### src/rtl/core/c3f_pkg.sv
// Shared types and constants of the 3x3 convolution filter.
`default_nettype none
package c3f_pkg;
    localparam int unsigned PIX_W = 8;
    localparam int unsigned ROW_W = 16;
    localparam int unsigned COL_W = 10;
    localparam int unsigned SUM_W = 20;

    localparam logic [2:0] REG_WIDTH  = 3'd0;
    localparam logic [2:0] REG_HEIGHT = 3'd1;
    localparam logic [2:0] REG_KTOP   = 3'd2;
    localparam logic [2:0] REG_KMID   = 3'd3;
    localparam logic [2:0] REG_KBOT   = 3'd4;
    localparam logic [2:0] REG_DIV    = 3'd5;

    typedef enum logic [2:0] {
        ST_IDLE,
        ST_READ,
        ST_SHIFT,
        ST_MAC,
        ST_DIV,
        ST_OUT
    } c3f_state_t;

    typedef struct packed {
        logic read;
        logic shift;
        logic mac_start;
        logic mac_step;
        logic div_start;
        logic div_step;
    } c3f_cmd_t;

    typedef struct packed {
        logic interior;
        logic mac_done;
        logic div_done;
    } c3f_status_t;
endpackage
`default_nettype wire

### src/rtl/core/c3f_ctrl.sv
// Sequencer of the convolution filter: one pixel at a time.
`default_nettype none
module c3f_ctrl (
    input  wire logic                 clk,
    input  wire logic                 rst_n,
    input  wire logic                 in_valid,
    output logic                      in_ready,
    output logic                      out_load,
    input  wire logic                 out_free,
    input  wire c3f_pkg::c3f_status_t status,
    output c3f_pkg::c3f_cmd_t         cmd
);
    c3f_pkg::c3f_state_t state_reg, state_next;

    always_ff @(posedge clk or negedge rst_n)
    begin
        if (!rst_n)
        begin
            state_reg <= c3f_pkg::ST_IDLE;
        end
        else
        begin
            state_reg <= state_next;
        end
    end

    always_comb
    begin
        state_next = state_reg;
        cmd        = '0;
        in_ready   = 1'b0;
        out_load   = 1'b0;
        unique case (state_reg)
            c3f_pkg::ST_IDLE:
            begin
                in_ready = 1'b1;
                if (in_valid)
                begin
                    cmd.read   = 1'b1;
                    state_next = c3f_pkg::ST_READ;
                end
            end
            c3f_pkg::ST_READ:
            begin
                cmd.shift  = 1'b1;
                state_next = c3f_pkg::ST_SHIFT;
            end
            c3f_pkg::ST_SHIFT:
            begin
                if (status.interior)
                begin
                    cmd.mac_start = 1'b1;
                    state_next    = c3f_pkg::ST_MAC;
                end
                else
                begin
                    state_next = c3f_pkg::ST_IDLE;
                end
            end
            c3f_pkg::ST_MAC:
            begin
                if (status.mac_done)
                begin
                    cmd.div_start = 1'b1;
                    state_next    = c3f_pkg::ST_DIV;
                end
                else
                begin
                    cmd.mac_step = 1'b1;
                end
            end
            c3f_pkg::ST_DIV:
            begin
                if (status.div_done)
                begin
                    state_next = c3f_pkg::ST_OUT;
                end
                else
                begin
                    cmd.div_step = 1'b1;
                end
            end
            c3f_pkg::ST_OUT:
            begin
                if (out_free)
                begin
                    out_load   = 1'b1;
                    state_next = c3f_pkg::ST_IDLE;
                end
            end
            default:
            begin
                state_next = c3f_pkg::ST_IDLE;
            end
        endcase
    end
endmodule
`default_nettype wire

### config.mk
export PLATFORM = sky130hd
export DESIGN_NAME = c3f_ctrl
export DESIGN_NICKNAME = d
export VERILOG_FILES = /design/src/rtl/core/c3f_pkg.sv /design/src/rtl/core/c3f_ctrl.sv
export SDC_FILE = /design/constraint.sdc
export NUM_CORES = 1
export LEC_CHECK = 0
export BUFFER_PORTS_ARGS = -buffer_cell sky130_fd_sc_hd__buf_2
export CAP_MARGIN = 20
export CORE_AREA = 5 5 42 44
export DETAILED_ROUTE_END_ITERATION = 10
export DIE_AREA = 0 0 47 49
export MAX_ROUTING_LAYER = met4
export SLEW_MARGIN = 20
export SYNTH_ARGS = -nofsm -noshare
export SYNTH_HDL_FRONTEND = slang
export SYNTH_SLANG_ARGS = --single-unit
### constraint.sdc
create_clock -name clk -period 1.4 [get_ports clk]
set_clock_uncertainty 0.05 [all_clocks]
set_input_delay 0.07 -clock clk [delete_from_list [all_inputs] [get_ports clk]]
set_output_delay 0.07 -clock clk [all_outputs]
set_load 0.01 [all_outputs]
* Word level (Yosys, flattened, before mapping)
Index checks and enable logic that the tools add are counted.
** Cells by class
- Eq/ne operators :: 9
- Reduce and logical (&&, ||, !) cells :: 2
- Muxes and demuxes :: 19
** Operator list (number)
- 3-bit case mux with 6 select lines :: 1
- 1-bit two-way mux :: 12
- 3-bit two-way mux :: 4
- 2-bit inequality test (second input constant) :: 4
- 3-bit by 2-bit equality test with 1-bit output (second input constant) :: 2
- 3-bit equality test (second input constant) :: 2
- 2-bit two-way mux :: 2
- 4-bit AND reduction :: 1
- 3-bit by 1-bit equality test with 1-bit output (second input constant) :: 1
- 3-bit zero test :: 1
** Storage, ports and cells
- Logic and storage cells :: 31
- Output and inout port bits :: 8
- Flip-flop bits (word level) :: 3
- Bits of input ports :: 7

* Longest topological paths before layout
- Depth in word-level cells :: 3
- Gate-level depth with buffers :: 3
- Gate-level depth less buffers :: 3

* Worst setup path before layout
No wires, ideal clock.
- Path type :: reg-to-reg
- Start point :: reg state_reg[1]
- End point :: reg state_reg[1]
- Stages on the path, launching flop included :: 4
- Required time :: 1.219 ns
- Arrival time :: 1.062 ns
- Clock period less this slack :: 1.243 ns
- Path buffers :: 0
- Setup time :: 0.131 ns
- Slack :: 0.157 ns
- Cell sequence :: dfrtp_1 > nor2b_1 > and3b_4 > or3_1
** On the way
- Cells in the longest elaborated chain, start to end :: 3
- Elaborated cells between the ends (all ways) :: 12
- Those cells by class :: eq/ne (9); mux (1); reduce/logical (2)
** RTL lines
- start, declared :: RTL line c3f_ctrl.sv:13 : c3f_pkg::c3f_state_t state_reg, state_next;
- start signal, assigned :: RTL line c3f_ctrl.sv:19 : state_reg <= c3f_pkg::ST_IDLE;
- start signal, assigned :: RTL line c3f_ctrl.sv:23 : state_reg <= state_next;
- 3-bit by 2-bit equality test with 1-bit output, or another cell as far along :: RTL line c3f_ctrl.sv:33 : unique case (state_reg)
- 2-bit inequality test (no source line)
- 4-bit AND reduction (no source line)
Parallel ways exist; a longest one is shown, timed or not.
A chain may end at the register's enable or synchronous reset.

==> results.md <==
- The count of filler cells inserted in the layout is around 170.
- Headroom to the max-slew limit came out at 82.24%.
- The number of global-route vias before repair is around 240.
- Synthesis handed over a netlist of 23 instances.
- For this run, the slowest stage of the critical path takes 0.36 ns.
- The global-route wire length before repair is 1007 µm.
- The maximum clock insertion buffer count is 2.
- The initial antenna violation count was 0.
- The most used flip-flop cell after synthesis is dfrtp_1.
- Setup repair after global routing could not meet its margin everywhere.
- The sort of element at the end of the critical path is an output port.
- The clock tree from TritonCTS is built.
- The worst-path cell with the longest stage delay is dfrtp_1.
- Entering global routing, the biggest net connects 11 pins.
- The critical path class is register to output port.
- The clock net sink count is 3.
- For this design the top-level I/O count stands at 15.
- Of the synthesized area, sequential elements account for 36.59%.
- The number of diodes added for antenna fixing is 0.
- Counting flops with a built-in enable in the synthesized netlist gives 0.
- Clock-pin slew was measured on the worst setup and hold paths at ~0.04 ns.
- The maximum ir drop on the vdd rail is 0.0004650 V.
- In the global route stage, overall resource usage came out at roughly 7.0%.
- The endpoint of the worst register-to-register path is state_reg[1].
- The commonest cells after synthesis are 3 x dfrtp_1, 2 x nor3_1.
- In this run the remaining antenna-violating nets after routing total 0.
- The count of max-cap constraint violations is 0.
- In this run the tool buffered the top-level ports with 14 buffer cells.
- The number of nets in the synthesized netlist is 30.
- The number of different library cells used by synthesis comes to 20.
- The number of standard-cell rows in the floorplan is 14.
- The endpoint required time on the critical path is about 1.3 ns.
- The via density per instance is 3.966.
- The number of endpoints failing setup at the final stage is 0.
- For this run, the top clock speed supported by timing is 753.8 MHz.
- For the pin with the worst max-slew slack, the measured transition is between 0.2 and 0.3 ns.
- In this run the cell area measured after placement is a little under 300 µm².
- The total iterations of the first detailed-routing run is 3.
- At the end of the flow, the number of nets in the layout was 50.
- The final core area utilization is between 20% and 30%.
- The worst-case reg-to-reg path depth is 2.
- The launch point of the worst path is state_reg[1].
- In this run the vertical extent of the chip is between 40 and 50 µm.
- The final hold violation count is 0.
- CTS built an H-tree with a depth of 1.
- The routed layout has 230 vias.
- The number of flip-flops in the largest register is 3.
- The internal reg-to-reg setup slack is about 0.16 ns.
- The die outline area is 2303 µm².
- Walking the worst path, the cells encountered are buf_4 -> nand2b_1 -> nor3_2 -> buf_2.
- The max-slew violation count was 0.
- The post-layout instance area is about 340 µm².
- In the routed design, unresolved DRC markers number 0.
- The synthesized cell area is 205.2 µm².
- The synthesized design contains 3 register bits.
- The critical path ends at cmd[0].
- Setup total negative slack on the finished layout was measured at 0 ns.
- The detailed-route wire length per cell is around 10 µm.
- STA classifies the critical path startpoint as a register.
- The CTS buffer count is 3.
- The DRC marker count from the first detailed-route iteration is 1.
- The library cell occupying the most area in the post-synthesis netlist is dfrtp_1.
- The area added between synthesis and finish is 65.24%.
- The congestion estimate from routability-driven global placement came to 0.6825.
- The floorplan step set the die width to approximately 47 µm.
- After legalization and detailed placement, the total HPWL measured roughly 480 µm.
- The startpoint of the worst register-to-register path is state_reg[0].
- The fraction of final layout cells with drive strength greater than 1 is ~52%.
- The core box area is roughly 1400 µm².
- The critical-path maximum fanout is 5.
- The later-pin clock latency in the skew report is ~0.23 ns.
- The design draws 0.6861 mW.
- The routed design could run at a clock period as short as roughly 1.3 ns.
- For this run, the number of Yosys warnings is 0.
- Counting flops with an async set or reset pin after synthesis yields a share of 100.0%.
- The power density normalized to cell area is between 2000 and 2500 nW/µm².
- The starting density of the core is roughly 15%.
- The leakage dissipation is around 0.19 nW.
- The routed wire length is a little under 600 µm.
- The area share of the leading cell type in the synthesized netlist is a little over a third.
- The arrival time of data at the critical path endpoint is 1.21 ns.
- The cell with the most instances after synthesis is dfrtp_1.
- The run finished with clean final reports.
- The type of the most critical hold path is input port to async pin.
- The remaining global-route overflow is 0.
- After synthesis, the cell types taking the most area are dfrtp_1 37%, and3b_4 6.1%, and3b_2 4.9%.
- The clock tree root buffer cell is clkbuf_4.
- After synthesis, the mean cell area works out to 8.922 µm².
- The post-route fraction of the period consumed by the critical path is ~95%.
[per-stage QoR]
step                      instances  setup slack (ns)  hold WS (ns)
after floorplan                  23            0.1566       -0.2756
after global placement           53            0.2052       -0.1807
after detailed placement         53            0.1792       -0.1789
after CTS                        58           0.02269        0.1190
after global routing             58          -0.06540        0.1233
final                            58           0.07335        0.1185
[power by group]
part           internal, mW  switching [mW]
Sequential            0.131          0.0573
Clock                 0.107          0.0409
Combinational         0.186           0.165
Total                 0.423           0.263
[timing repair]
action,in CTS,in global routing
buffers inserted,0,0
endpoints found under the hold margin,3,0
hold buffers,1,0
endpoints found under the setup margin,0,4
gates resized for setup,0,1
[layer usage]
metal	part of all wire, %	up-vias	wire [µm]	global-route usage, %
met1	42	98	244	8.168
met2	42	11	241	6.561
met4	4.3	0	25	11.06
met3	11	2	66	2.583
met5	0	-	0	-
li1	-	119	-	-
[kinds of logic (layout without fill, tap and decap cells)]
| logic type | count (synthesis) | after routing | share of synthesized area [%] |
|---|---|---|---|
| simple gates | 13 | 13 | 42.08 |
| buf+inv | 2 | 21 | 4.264 |
| flops | 3 | 3 | 36.58 |
| mux | 1 | 1 | 4.878 |
| compound gates | 4 | 4 | 12.19 |
[worst min-delay path by stage]
stage | end | start | cells after the start | slack [ns]
final | state_reg[2] | rst_n | 2 | 0.12
after global routing | state_reg[2] | rst_n | 2 | 0.12
after CTS | state_reg[1] | rst_n | 2 | 0.12
after detailed placement | state_reg[1] | rst_n | 1 | -0.18
after global placement | state_reg[2] | rst_n | 1 | -0.18
after floorplan | state_reg[0] | rst_n | 0 | -0.28
[critical path: cells and delay by family, from the launching register on]
kind	cells	cell delay, ns
flip-flops	1	0.36
AND/OR/NAND/NOR	2	0.32
buffers and inverters	2	0.29
[placed cells by master, fill, tap and decap left out]
cell           count
and2_1             1
a21oi_1            1
o22ai_1            1
nand2_1            1
nor3b_1            1
nor3_1             1
nor2b_1            1
inv_1              1
o22a_1             1
or3_1              1
or2_1              1
dlygate4sd3_1      1
nor2_1             1
clkbuf_1           1
dfrtp_1            3
clkbuf_4           3
nand2b_1           1
and3b_2            1
mux2i_1            1
and3_2             1
o21ai_0            1
buf_4              1
buf_2             14
nor3_2             1
and3b_4            1
[area by class of cell]
cell class,instances,area (µm²),area share (%)
Clock buffer,4,26.28,7.749
Inverter,1,3.754,1.107
Multi-Input combinational cell,18,126.4,37.27
Sequential cell,3,75.07,22.14
Tap cell,16,20.02,5.904
Timing Repair Buffer,16,87.58,25.83
(Power assumes the default switching activity.)
